`src/rtl/assert_macros.svh`:
```
// Assertion macros used by the pairing sequencer RTL.
// Standalone header; no dependencies.
`ifndef ASSERT_MACROS_SVH
`define ASSERT_MACROS_SVH

// Same-cycle implication, checked out of reset
`define BPSM_ASSERT_IMP(name, clk, rst_n, ante, cons) \
  name: assert property (@(posedge clk) disable iff (!rst_n) (ante) |-> (cons)) \
    else $error("bpsm assertion failed");

// Next-cycle implication, checked out of reset
`define BPSM_ASSERT_NXT(name, clk, rst_n, ante, cons) \
  name: assert property (@(posedge clk) disable iff (!rst_n) (ante) |=> (cons)) \
    else $error("bpsm assertion failed");

`endif

```
`src/rtl/bpsm_pkg.sv`:
```
// Types, codes and helper functions of the BR/EDR pairing sequencer.
// No dependencies; used by the channel interfaces and the top level.
package bpsm_pkg;

  // Pairing mode
  typedef enum logic [3:0] {
    M_IDLE                  = 4'd0,
    M_INIT_STARTED          = 4'd1,
    M_INIT_WAIT_IOCAP_RESP  = 4'd2,
    M_RESP_WAIT_IOCAP_REQ   = 4'd3,
    M_WAIT_CONFIRM          = 4'd4,
    M_WAIT_PASSKEY_REQ      = 4'd5,
    M_WAIT_PASSKEY_NOTIFY   = 4'd6,
    M_WAIT_PAIRING_COMPLETE = 4'd7,
    M_WAIT_LINK_KEY         = 4'd8,
    M_INIT_WAIT_AUTH        = 4'd9,
    M_WAIT_ENCRYPTION       = 4'd10,
    M_FAILED                = 4'd11
  } mode_t;

  // Expected user event
  typedef enum logic [1:0] {
    EV_CONFIRM        = 2'd0,
    EV_PASSKEY_REQ    = 2'd1,
    EV_PASSKEY_NOTIFY = 2'd2
  } user_ev_t;

  // Event opcodes
  localparam logic [3:0] OP_INITIATE     = 4'd0;
  localparam logic [3:0] OP_IOCAP_REQ    = 4'd1;
  localparam logic [3:0] OP_IOCAP_RESP   = 4'd2;
  localparam logic [3:0] OP_CONFIRM      = 4'd3;
  localparam logic [3:0] OP_PASSKEY_REQ  = 4'd4;
  localparam logic [3:0] OP_PASSKEY_NTF  = 4'd5;
  localparam logic [3:0] OP_SP_COMPLETE  = 4'd6;
  localparam logic [3:0] OP_LINK_KEY     = 4'd7;
  localparam logic [3:0] OP_AUTH_DONE    = 4'd8;
  localparam logic [3:0] OP_ENC_CHANGE   = 4'd9;

  // Status codes
  localparam logic [2:0] ST_SUCCESS       = 3'd0;
  localparam logic [2:0] ST_NOT_READY     = 3'd1;
  localparam logic [2:0] ST_CANCELED      = 3'd2;
  localparam logic [2:0] ST_NOT_SUPPORTED = 3'd3;
  localparam logic [2:0] ST_FAILED        = 3'd4;
  localparam logic [2:0] ST_CONTROLLER    = 3'd5;

  // User reply codes
  localparam logic [1:0] UR_NONE         = 2'd0;
  localparam logic [1:0] UR_REJECT       = 2'd1;
  localparam logic [1:0] UR_ACCEPT       = 2'd2;
  localparam logic [1:0] UR_PASSKEY_ZERO = 2'd3;

  // IO capabilities
  localparam logic [1:0] CAP_KEYBOARD = 2'd2;
  localparam logic [1:0] CAP_NONE     = 2'd3;

  // Configuration registers
  localparam int unsigned CFG_IDX_W  = 2;
  localparam int unsigned CFG_DATA_W = 2;
  localparam logic [CFG_IDX_W-1:0] CFG_DELEGATE_PRESENT = 2'd0;
  localparam logic [CFG_IDX_W-1:0] CFG_LOCAL_IOCAP      = 2'd1;

  typedef struct packed {
    logic [3:0] op;
    logic [1:0] remote_iocap;
    logic [7:0] hci_status;
    logic       encryption_enabled;
    logic       encryption_start_ok;
  } in_item_t;

  typedef struct packed {
    logic       send_auth_request;
    logic       iocap_reply_valid;
    logic [1:0] iocap_reply;
    logic [1:0] user_reply;
    logic       start_encryption;
    logic       requester_status_valid;
    logic [2:0] requester_status;
    logic       broadcast_valid;
    logic [2:0] broadcast_status;
    logic [4:0] waiters_notified;
    logic [7:0] error_code;
  } out_item_t;

  // User event that follows from the two IO capabilities
  function automatic user_ev_t choose_event(logic [1:0] host_cap, logic [1:0] remote_cap);
    user_ev_t ev;
    if (host_cap == CAP_NONE || remote_cap == CAP_NONE) ev = EV_CONFIRM;
    else if (host_cap == CAP_KEYBOARD) ev = EV_PASSKEY_REQ;
    else if (remote_cap == CAP_KEYBOARD) ev = EV_PASSKEY_NOTIFY;
    else ev = EV_CONFIRM;
    return ev;
  endfunction

  // Mode that waits for a given user event
  function automatic mode_t mode_for_event(user_ev_t ev);
    mode_t m;
    case (ev)
      EV_PASSKEY_REQ:    m = M_WAIT_PASSKEY_REQ;
      EV_PASSKEY_NOTIFY: m = M_WAIT_PASSKEY_NOTIFY;
      default:           m = M_WAIT_CONFIRM;
    endcase
    return m;
  endfunction

endpackage

```
`src/rtl/bpsm_in_if.sv`:
```
// Event input channel of the pairing sequencer: valid, ready, event payload.
// Depends on bpsm_pkg.
interface bpsm_in_if;
  logic               valid;
  logic               ready;
  bpsm_pkg::in_item_t data;

  modport source (output valid, output data, input ready);
  modport sink   (input valid, input data, output ready);
endinterface

```
`src/rtl/bpsm_out_if.sv`:
```
// Result channel of the pairing sequencer: valid, ready, result payload.
// Depends on bpsm_pkg.
interface bpsm_out_if;
  logic                valid;
  logic                ready;
  bpsm_pkg::out_item_t data;

  modport source (output valid, output data, input ready);
  modport sink   (input valid, input data, output ready);
endinterface

```
`src/rtl/bpsm_cfg_if.sv`:
```
// Configuration write channel: valid, ready, register index and write data.
// Depends on bpsm_pkg.
interface bpsm_cfg_if;
  logic                                valid;
  logic                                ready;
  logic [bpsm_pkg::CFG_IDX_W-1:0]      index;
  logic [bpsm_pkg::CFG_DATA_W-1:0]     data;

  modport source (output valid, output index, output data, input ready);
  modport sink   (input valid, input index, input data, output ready);
endinterface

```
`src/rtl/bredr_pairing_state_machine_unit.sv`:
```
// A result is registered into the output register, or the skid if that is full.
// Throughput: one event per cycle; the state update is a single registered step.
// A two-entry result buffer (output register plus skid) keeps in_ch ready
// while one result waits; in_ch stalls only when both entries are full.
// Reset (rst_n low, synchronous): mode idle, counters and flags cleared,
// no delegate, host IO capability 3 (none), result buffer empty.
`include "assert_macros.svh"

module bredr_pairing_state_machine_unit #(
  parameter int unsigned MAX_WAITERS = 16
) (
  input  logic         clk,
  input  logic         rst_n,
  bpsm_in_if.sink      in_ch,
  bpsm_out_if.source   out_ch,
  bpsm_cfg_if.sink     cfg_ch
);
  import bpsm_pkg::*;

  localparam int unsigned WC_W = $clog2(MAX_WAITERS + 1);
  localparam logic [WC_W-1:0] WC_MAX = WC_W'(MAX_WAITERS);

  // Configuration
  logic       delegate_r;
  logic [1:0] host_iocap_r;

  // Pairing state
  mode_t           mode_r, mode_nxt;
  logic            active_r, active_nxt;
  logic            initiator_r, initiator_nxt;
  logic [1:0]      own_cap_r, own_cap_nxt;
  logic [1:0]      partner_cap_r, partner_cap_nxt;
  user_ev_t        exp_ev_r, exp_ev_nxt;
  logic [WC_W-1:0] waiter_cnt_r, waiter_cnt_nxt;

  // Result buffer
  out_item_t out_data_r, skid_data_r;
  logic      out_valid_r, skid_valid_r;

  in_item_t  item;
  out_item_t res;
  logic      release_q;
  logic      in_fire, out_fire, out_free;

  assign item     = in_ch.data;
  assign in_fire  = in_ch.valid && in_ch.ready;
  assign out_fire = out_valid_r && out_ch.ready;
  assign out_free = !out_valid_r || out_fire;

  assign in_ch.ready  = !skid_valid_r;
  assign out_ch.valid = out_valid_r;
  assign out_ch.data  = out_data_r;
  assign cfg_ch.ready = 1'b1;

  // Configuration register writes
  always_ff @(posedge clk) begin
    if (!rst_n) begin
      delegate_r   <= 1'b0;
      host_iocap_r <= CAP_NONE;
    end else if (cfg_ch.valid) begin
      unique case (cfg_ch.index)
        CFG_DELEGATE_PRESENT: delegate_r   <= cfg_ch.data[0];
        CFG_LOCAL_IOCAP:      host_iocap_r <= cfg_ch.data[1:0];
        default: ;
      endcase
    end
  end

  // Result of the current event; release_q marks a broadcast that frees waiters
  always_comb begin
    res       = '0;
    release_q = 1'b0;
    unique case (item.op)
      OP_INITIATE: begin
        if (!delegate_r) begin
          res.requester_status_valid = 1'b1;
          res.requester_status       = ST_NOT_READY;
        end else if (mode_r == M_IDLE) begin
          res.send_auth_request = 1'b1;
        end else if (!active_r) begin
          res.requester_status_valid = 1'b1;
          res.requester_status       = ST_CANCELED;
        end
      end
      OP_IOCAP_REQ: begin
        if (mode_r == M_INIT_STARTED || mode_r == M_RESP_WAIT_IOCAP_REQ) begin
          if (!delegate_r) begin
            res.broadcast_valid  = 1'b1;
            res.broadcast_status = ST_NOT_READY;
            release_q            = 1'b1;
          end else begin
            res.iocap_reply_valid = 1'b1;
            res.iocap_reply       = host_iocap_r;
          end
        end else begin
          res.broadcast_valid  = 1'b1;
          res.broadcast_status = ST_NOT_SUPPORTED;
          release_q            = 1'b1;
        end
      end
      OP_IOCAP_RESP: begin
        if (mode_r != M_IDLE && mode_r != M_INIT_WAIT_IOCAP_RESP) begin
          res.broadcast_valid  = 1'b1;
          res.broadcast_status = ST_NOT_SUPPORTED;
          release_q            = 1'b1;
        end
      end
      OP_CONFIRM: begin
        if (mode_r != M_WAIT_CONFIRM) begin
          res.broadcast_valid  = 1'b1;
          res.broadcast_status = ST_NOT_SUPPORTED;
          res.user_reply       = UR_REJECT;
          release_q            = 1'b1;
        end else begin
          res.user_reply = UR_ACCEPT;
        end
      end
      OP_PASSKEY_REQ: begin
        if (mode_r != M_WAIT_PASSKEY_REQ) begin
          res.broadcast_valid  = 1'b1;
          res.broadcast_status = ST_NOT_SUPPORTED;
          res.user_reply       = UR_REJECT;
          release_q            = 1'b1;
        end else begin
          res.user_reply = UR_PASSKEY_ZERO;
        end
      end
      OP_PASSKEY_NTF: begin
        if (mode_r != M_WAIT_PASSKEY_NOTIFY) begin
          res.broadcast_valid  = 1'b1;
          res.broadcast_status = ST_NOT_SUPPORTED;
          release_q            = 1'b1;
        end
      end
      OP_SP_COMPLETE: begin
        if (mode_r != M_WAIT_PAIRING_COMPLETE) begin
          res.broadcast_valid  = 1'b1;
          res.broadcast_status = ST_NOT_SUPPORTED;
          release_q            = 1'b1;
        end else if (item.hci_status != 8'd0) begin
          res.broadcast_valid  = 1'b1;
          res.broadcast_status = ST_CONTROLLER;
          res.error_code       = item.hci_status;
          release_q            = 1'b1;
        end
      end
      OP_LINK_KEY: begin
        if (mode_r != M_WAIT_LINK_KEY) begin
          res.broadcast_valid  = 1'b1;
          res.broadcast_status = ST_NOT_SUPPORTED;
          release_q            = 1'b1;
        end else if (!initiator_r) begin
          // responder starts encryption; a refusal fails without releasing
          if (item.encryption_start_ok) begin
            res.start_encryption = 1'b1;
          end else begin
            res.broadcast_valid  = 1'b1;
            res.broadcast_status = ST_FAILED;
          end
        end
      end
      OP_AUTH_DONE: begin
        if (mode_r != M_INIT_STARTED && mode_r != M_INIT_WAIT_AUTH) begin
          res.broadcast_valid  = 1'b1;
          res.broadcast_status = ST_NOT_SUPPORTED;
          release_q            = 1'b1;
        end else if (item.hci_status != 8'd0) begin
          res.broadcast_valid  = 1'b1;
          res.broadcast_status = ST_CONTROLLER;
          res.error_code       = item.hci_status;
          release_q            = 1'b1;
        end else if (item.encryption_start_ok) begin
          res.start_encryption = 1'b1;
        end else begin
          res.broadcast_valid  = 1'b1;
          res.broadcast_status = ST_FAILED;
        end
      end
      OP_ENC_CHANGE: begin
        if (mode_r == M_WAIT_ENCRYPTION) begin
          res.broadcast_valid = 1'b1;
          release_q           = 1'b1;
          if (item.hci_status != 8'd0) begin
            res.broadcast_status = ST_CONTROLLER;
            res.error_code       = item.hci_status;
          end else if (!item.encryption_enabled) begin
            res.broadcast_status = ST_FAILED;
          end else begin
            res.broadcast_status = ST_SUCCESS;
          end
        end
      end
      default: ;
    endcase
    if (release_q && active_r) res.waiters_notified = 5'(waiter_cnt_r);
  end

  // Next pairing state for the current event
  always_comb begin
    mode_nxt        = mode_r;
    active_nxt      = active_r;
    initiator_nxt   = initiator_r;
    own_cap_nxt     = own_cap_r;
    partner_cap_nxt = partner_cap_r;
    exp_ev_nxt      = exp_ev_r;
    waiter_cnt_nxt  = waiter_cnt_r;
    unique case (item.op)
      OP_INITIATE: begin
        if (delegate_r && mode_r == M_IDLE) begin
          active_nxt     = 1'b1;
          initiator_nxt  = 1'b1;
          waiter_cnt_nxt = WC_W'(1);
          mode_nxt       = M_INIT_STARTED;
        end else if (delegate_r && active_r && waiter_cnt_r < WC_MAX) begin
          waiter_cnt_nxt = waiter_cnt_r + WC_W'(1);
        end
      end
      OP_IOCAP_REQ: begin
        if (mode_r == M_INIT_STARTED || mode_r == M_RESP_WAIT_IOCAP_REQ) begin
          if (!delegate_r) begin
            mode_nxt = M_IDLE;
          end else begin
            own_cap_nxt = host_iocap_r;
            if (mode_r == M_INIT_STARTED) begin
              mode_nxt = M_INIT_WAIT_IOCAP_RESP;
            end else begin
              exp_ev_nxt = choose_event(host_iocap_r, partner_cap_r);
              mode_nxt   = mode_for_event(choose_event(host_iocap_r, partner_cap_r));
            end
          end
        end else begin
          mode_nxt = M_FAILED;
        end
      end
      OP_IOCAP_RESP: begin
        if (mode_r == M_IDLE) begin
          active_nxt      = 1'b1;
          initiator_nxt   = 1'b0;
          waiter_cnt_nxt  = '0;
          partner_cap_nxt = item.remote_iocap;
          mode_nxt        = M_RESP_WAIT_IOCAP_REQ;
        end else if (mode_r == M_INIT_WAIT_IOCAP_RESP) begin
          partner_cap_nxt = item.remote_iocap;
          exp_ev_nxt      = choose_event(own_cap_r, item.remote_iocap);
          mode_nxt        = mode_for_event(choose_event(own_cap_r, item.remote_iocap));
        end else begin
          mode_nxt = M_FAILED;
        end
      end
      OP_CONFIRM:
        mode_nxt = (mode_r == M_WAIT_CONFIRM) ? M_WAIT_PAIRING_COMPLETE : M_FAILED;
      OP_PASSKEY_REQ:
        mode_nxt = (mode_r == M_WAIT_PASSKEY_REQ) ? M_WAIT_PAIRING_COMPLETE : M_FAILED;
      OP_PASSKEY_NTF:
        mode_nxt = (mode_r == M_WAIT_PASSKEY_NOTIFY) ? M_WAIT_PAIRING_COMPLETE : M_FAILED;
      OP_SP_COMPLETE: begin
        if (mode_r == M_WAIT_PAIRING_COMPLETE && item.hci_status == 8'd0) begin
          mode_nxt = M_WAIT_LINK_KEY;
        end else begin
          mode_nxt = M_FAILED;
        end
      end
      OP_LINK_KEY: begin
        if (mode_r != M_WAIT_LINK_KEY) mode_nxt = M_FAILED;
        else if (initiator_r) mode_nxt = M_INIT_WAIT_AUTH;
        else mode_nxt = item.encryption_start_ok ? M_WAIT_ENCRYPTION : M_FAILED;
      end
      OP_AUTH_DONE: begin
        if ((mode_r == M_INIT_STARTED || mode_r == M_INIT_WAIT_AUTH) &&
            item.hci_status == 8'd0 && item.encryption_start_ok) begin
          mode_nxt = M_WAIT_ENCRYPTION;
        end else begin
          mode_nxt = M_FAILED;
        end
      end
      OP_ENC_CHANGE: begin
        if (mode_r == M_WAIT_ENCRYPTION) begin
          if (item.hci_status == 8'd0 && item.encryption_enabled) mode_nxt = M_IDLE;
          else mode_nxt = M_FAILED;
        end
      end
      default: ;
    endcase
    // a releasing broadcast (release_q) with a pairing held releases all queued initiators
    if (release_q && active_r) begin
      waiter_cnt_nxt = '0;
      active_nxt     = 1'b0;
    end
  end

  // Pairing state registers
  always_ff @(posedge clk) begin
    if (!rst_n) begin
      mode_r        <= M_IDLE;
      active_r      <= 1'b0;
      initiator_r   <= 1'b0;
      own_cap_r     <= '0;
      partner_cap_r <= '0;
      exp_ev_r      <= EV_CONFIRM;
      waiter_cnt_r  <= '0;
    end else if (in_fire) begin
      mode_r        <= mode_nxt;
      active_r      <= active_nxt;
      initiator_r   <= initiator_nxt;
      own_cap_r     <= own_cap_nxt;
      partner_cap_r <= partner_cap_nxt;
      exp_ev_r      <= exp_ev_nxt;
      waiter_cnt_r  <= waiter_cnt_nxt;
    end
  end

  // Result buffer valid flags
  always_ff @(posedge clk) begin
    if (!rst_n) begin
      out_valid_r  <= 1'b0;
      skid_valid_r <= 1'b0;
    end else if (in_fire) begin
      if (out_free) out_valid_r <= 1'b1;
      else skid_valid_r <= 1'b1;
    end else if (out_fire) begin
      if (skid_valid_r) skid_valid_r <= 1'b0;
      else out_valid_r <= 1'b0;
    end
  end

  // Result buffer payload
  always_ff @(posedge clk) begin
    if (in_fire) begin
      if (out_free) out_data_r <= res;
      else skid_data_r <= res;
    end else if (out_fire && skid_valid_r) begin
      out_data_r <= skid_data_r;
    end
  end

  // Checks
  `BPSM_ASSERT_IMP(a_skid_behind_out, clk, rst_n, skid_valid_r, out_valid_r)
  `BPSM_ASSERT_IMP(a_idle_no_waiters, clk, rst_n, !active_r, waiter_cnt_r == '0)
  `BPSM_ASSERT_IMP(a_waiters_bounded, clk, rst_n, 1'b1, waiter_cnt_r <= WC_MAX)
  `BPSM_ASSERT_IMP(a_pk_ev, clk, rst_n, mode_r == M_WAIT_PASSKEY_REQ, exp_ev_r == EV_PASSKEY_REQ)
  `BPSM_ASSERT_NXT(a_result_follows, clk, rst_n, in_fire, out_valid_r)

endmodule
```
`src/flat_wrapper.sv`:
```
// flat-port wrapper written by rule: the top's interface ports become plain ports
module bredr_pairing_state_machine_unit_flat import bpsm_pkg::*;
#(
  parameter int unsigned MAX_WAITERS = 16
)
  (clk, rst_n, in_ch_valid, in_ch_data, in_ch_ready, out_ch_valid, out_ch_data, out_ch_ready, cfg_ch_valid, cfg_ch_index, cfg_ch_data, cfg_ch_ready);
  bpsm_in_if in_ch_i ();
  bpsm_out_if out_ch_i ();
  bpsm_cfg_if cfg_ch_i ();
  input  logic clk;
  input  logic rst_n;
  input wire logic [$bits(in_ch_i.valid)-1:0] in_ch_valid;
  input wire logic [$bits(in_ch_i.data)-1:0] in_ch_data;
  output wire logic [$bits(in_ch_i.ready)-1:0] in_ch_ready;
  output wire logic [$bits(out_ch_i.valid)-1:0] out_ch_valid;
  output wire logic [$bits(out_ch_i.data)-1:0] out_ch_data;
  input wire logic [$bits(out_ch_i.ready)-1:0] out_ch_ready;
  input wire logic [$bits(cfg_ch_i.valid)-1:0] cfg_ch_valid;
  input wire logic [$bits(cfg_ch_i.index)-1:0] cfg_ch_index;
  input wire logic [$bits(cfg_ch_i.data)-1:0] cfg_ch_data;
  output wire logic [$bits(cfg_ch_i.ready)-1:0] cfg_ch_ready;
  assign in_ch_i.valid = in_ch_valid;
  assign in_ch_i.data = in_ch_data;
  assign in_ch_ready = in_ch_i.ready;
  assign out_ch_valid = out_ch_i.valid;
  assign out_ch_data = out_ch_i.data;
  assign out_ch_i.ready = out_ch_ready;
  assign cfg_ch_i.valid = cfg_ch_valid;
  assign cfg_ch_i.index = cfg_ch_index;
  assign cfg_ch_i.data = cfg_ch_data;
  assign cfg_ch_ready = cfg_ch_i.ready;
  bredr_pairing_state_machine_unit #(.MAX_WAITERS(MAX_WAITERS)) u_core (.clk(clk), .rst_n(rst_n), .in_ch(in_ch_i), .out_ch(out_ch_i), .cfg_ch(cfg_ch_i));
endmodule
```
`config.mk`:
```
export PLATFORM = sky130hd
export DESIGN_NAME = bredr_pairing_state_machine_unit_flat
export DESIGN_NICKNAME = d
export VERILOG_FILES = /design/src/rtl/bpsm_pkg.sv /design/src/rtl/bpsm_in_if.sv /design/src/rtl/bpsm_out_if.sv /design/src/rtl/bpsm_cfg_if.sv /design/src/rtl/bredr_pairing_state_machine_unit.sv /design/src/flat_wrapper.sv
export VERILOG_INCLUDE_DIRS = /design/src /design/src/rtl
export SDC_FILE = /design/constraint.sdc
export NUM_CORES = 1
export LEC_CHECK = 0
export ABC_CLOCK_PERIOD_IN_PS = 6800
export BUFFER_PORTS_ARGS = -buffer_cell sky130_fd_sc_hd__clkbuf_2
export CAP_MARGIN = 5
export CORE_MARGIN = 1
export CORE_UTILIZATION = 61
export DETAILED_ROUTE_END_ITERATION = 16
export PLACE_DENSITY = 0.85
export SLEW_MARGIN = 20
export SYNTH_ARGS = -nofsm -noshare
export SYNTH_HDL_FRONTEND = slang
export SYNTH_SLANG_ARGS = --single-unit
```
`constraint.sdc`:
```
create_clock -name clk -period 6.8 [get_ports clk]
set_clock_uncertainty 0.05 [all_clocks]
set_input_delay 0.68 -clock clk [delete_from_list [all_inputs] [get_ports clk]]
set_output_delay 0.68 -clock clk [all_outputs]
set_load 0.01 [all_outputs]
```
==> out/results.txt <==
Final setup viols -> 0
WL/cell -> 17.62 um
r2r setup slk -> 4040 ps
Crit Path Class -> flip-flop to flip-flop
Fin. Hold Viols -> 0
footprint of the multi-input gates -> 1628 um^2
clk_lat worst skew -> 350 ps
TritonCTS clock tree -> yes
max cap viols -> 0
vias in the first global route -> 2548
Pleak -> 0.001675 uW
clock transition at the registers of the reported paths -> 90 ps
largest net degree at the start of global routing -> 38
CORE AREA -> 5956 um^2
Peak Freq -> 0.3629 GHz
Hold Buf Count CTS -> 0
Starting Density -> 63.47%
WP data required -> 6860 ps
average vias per placed instance -> 6.274
Worst Setup End Kind -> flip-flop
num ports -> 56
Avg Cell Area, Syn -> 11.05 um^2
status -> finished clean
Final period util -> 40.52%
Max IR drop VDD -> 0.1510 mV
DIE AREA -> 6515 um^2
startpoint types -> flip-flop
Final Util -> 71.51%
Slew @ Worst Pin -> 663.0 ps
clk sink count -> 74
antenna-violating nets left -> 0
PD cells -> 228.8 nW/um^2
GR Util All Layers -> 27.01%
Final min period -> 2756 ps
Post-synth EDFFs -> 54
worst-path cell chain -> nor4b_1 > o22ai_1 > a22o_1 > o21a_1 > and2_1 > mux2_2
postcts setup bufs -> 0
Chip Height -> 80.72 um
final WL -> 8229 um
dpl cell area -> 4058 um^2
H-tree levels -> 3
Async S/R FF share, synth -> 0%
1st-pass router iterations -> 5
post-layout instance area -> 4259 um^2
initial antenna violation count -> 0
Synth Warn # -> 0
RSZ-0062 raised after global routing -> no
Min-Delay Path Class -> flip-flop to flip-flop
Gate Count Post-Synth -> 342
critical path arrival -> 2810 ps
nets@finish -> 413
input/output buffers -> 53
share of layout cells above drive strength 1 -> 28.32%
slowest CP cell -> dfxtp_1
Remaining DRCs -> 0
Fin Hold WS -> 441.6 ps
critical path's largest stage delay -> 650 ps
TritonCTS Buffers -> 9
post-synthesis cell type count -> 65
post-synthesis sequential area ratio -> 53.49%
first-pass GRT wire length -> 13050 um
Syn Nets -> 368
prevailing post-synth register cell -> edfxtp_1
relative slew slack -> 54.66%
DPL Wire Length -> 5559 um
Antenna diodes -> 0
register area -> 2022 um^2
total power -> 974.5 uW
global route overflow -> 0
Worst Path Max Fanout -> 17
gpl congestion -> 0.9092
Synth-to-Final Area Change -> 12.68%
post-CTS resize count -> 0
Final Max Tran Viols -> 0
Yosys reg bits -> 74
vias -> 2930
Synth Cell Area -> 3780 um^2
setup TNS -> 0 ps
fill count -> 415
First DRT Iteration DRCs -> 210
DIE WIDTH -> 80.72 um
# rows -> 28
clk buf depth -> 2
root buffer cell -> clkbuf_8
==> sequential cells by signal, summed over array words and instances, names as in the netlist <==
register,flops
u_core.skid_data_r,27
u_core.delegate_r,1
u_core.host_iocap_r,2
u_core.mode_r,4
u_core.skid_valid_r,1
u_core.out_ch.data,27
u_core.initiator_r,1
u_core.active_r,1
u_core.waiter_cnt_r,5
u_core.partner_cap_r,2
u_core.own_cap_r,2
u_core.out_ch.valid,1
==> layout make-up <==
class                   count  share of cell area (%)
well taps                  75                   2.203
multi-input cells         239                   38.22
repair buffers             56                   6.757
inverters                   7                  0.6169
clock buffers               9                   2.908
flip-flops and latches     74                   47.47
clock inverters             7                   1.821
==> through the flow <==
stage,worst slack [ps],cells
detailed placement,3832,451
global route,3907,467
global placement,3874,451
finish,4044,467
CTS,4073,467
floorplan,3566,342
==> cells in the final DEF, fill, tap and decap left out, types with 3 or more instances in the layout <==
master     n
edfxtp_1  54
clkbuf_2  53
nand2_1   32
nor2_1    29
mux2_2    22
dfxtp_1   20
a21oi_1   19
and2_1    14
nand3_1   10
o21ai_0    9
clkbuf_8   9
inv_1      7
nand2b_1   6
nor4_1     6
a31oi_1    5
mux2i_1    5
nor4b_1    4
and3_1     4
o32ai_1    4
nand3b_1   3
nor4bb_1   3
o22ai_1    3
nand4_1    3
and2_4     3
nor3b_1    3
buf_4      3
==> power breakdown <==
part           total, uW  switching (uW)  internal [uW]
combinational        106            65.0           41.5
clock                351             178            173
sequential           517            14.6            503
total                975             258            717
==> worst max-delay path: cells and delay by family (launching register included) <==
family | cells | cell delay [ps]
flops | 1 | 650
compound gates | 3 | 820
simple gates | 2 | 720
mux | 1 | 270
==> path summary, 6_finish.rpt <==
kind                                      end                        startpoint  depth (start not counted)
max           u_core.out_ch.data[8]$_DFFE_PP_     u_core.mode_r[2]$_SDFFE_PN0P_                          6
min          u_core.own_cap_r[1]$_SDFFE_PN0P_  u_core.own_cap_r[1]$_SDFFE_PN0P_                          2
max reg2reg   u_core.out_ch.data[8]$_DFFE_PP_     u_core.mode_r[2]$_SDFFE_PN0P_                          6
min reg2reg  u_core.own_cap_r[1]$_SDFFE_PN0P_  u_core.own_cap_r[1]$_SDFFE_PN0P_                          2
==> synthesized netlist by cell type, types with 3 or more instances <==
cell      number  share of area, %
nor2_1        29               2.9
nor4b_1        4              0.93
o32ai_1        4              0.93
nand4_1        3              0.50
nand2b_1       6              0.99
mux2i_1        5               1.3
clkbuf_1       9              0.89
nor3b_1        3              0.60
and2_1        14               2.3
nand3b_1       3              0.60
nand3_1       10               1.3
nor2b_1        3              0.50
a21oi_1       20               2.6
buf_2          7              0.93
mux2_2        22               6.6
buf_4          3              0.60
and2_4         3              0.70
nand2_1       32               3.2
dfxtp_1       20                11
o22ai_1        3              0.50
inv_1          7              0.70
a31oi_1        5              0.83
nor4bb_1       3              0.79
and3_1         4              0.66
o21ai_0        9               1.2
nor4_1         6              0.99
edfxtp_1      54                43
==> cell families after synthesis <==
family / count (synthesis) / share of synthesized area (%)
AOI/OAI and AO/OA: 67 / 12.55
adders and majority gates: 1 / 0.3310
buffers and inverters: 29 / 3.608
DFF: 74 / 53.49
muxes: 27 / 7.878
other: 2 / 0.1987
and+or+nand+nor: 142 / 21.95
==> layer usage <==
layer  global-route usage, %  part of all wire, %  up-vias
met4                   11.43                  1.6        0
met3                   3.977                  6.2       14
met2                   41.19                   48      136
met5                       0                    0        -
li1                        -                    -     1387
met1                   38.44                   44     1393
(Power assumes the default switching activity.)
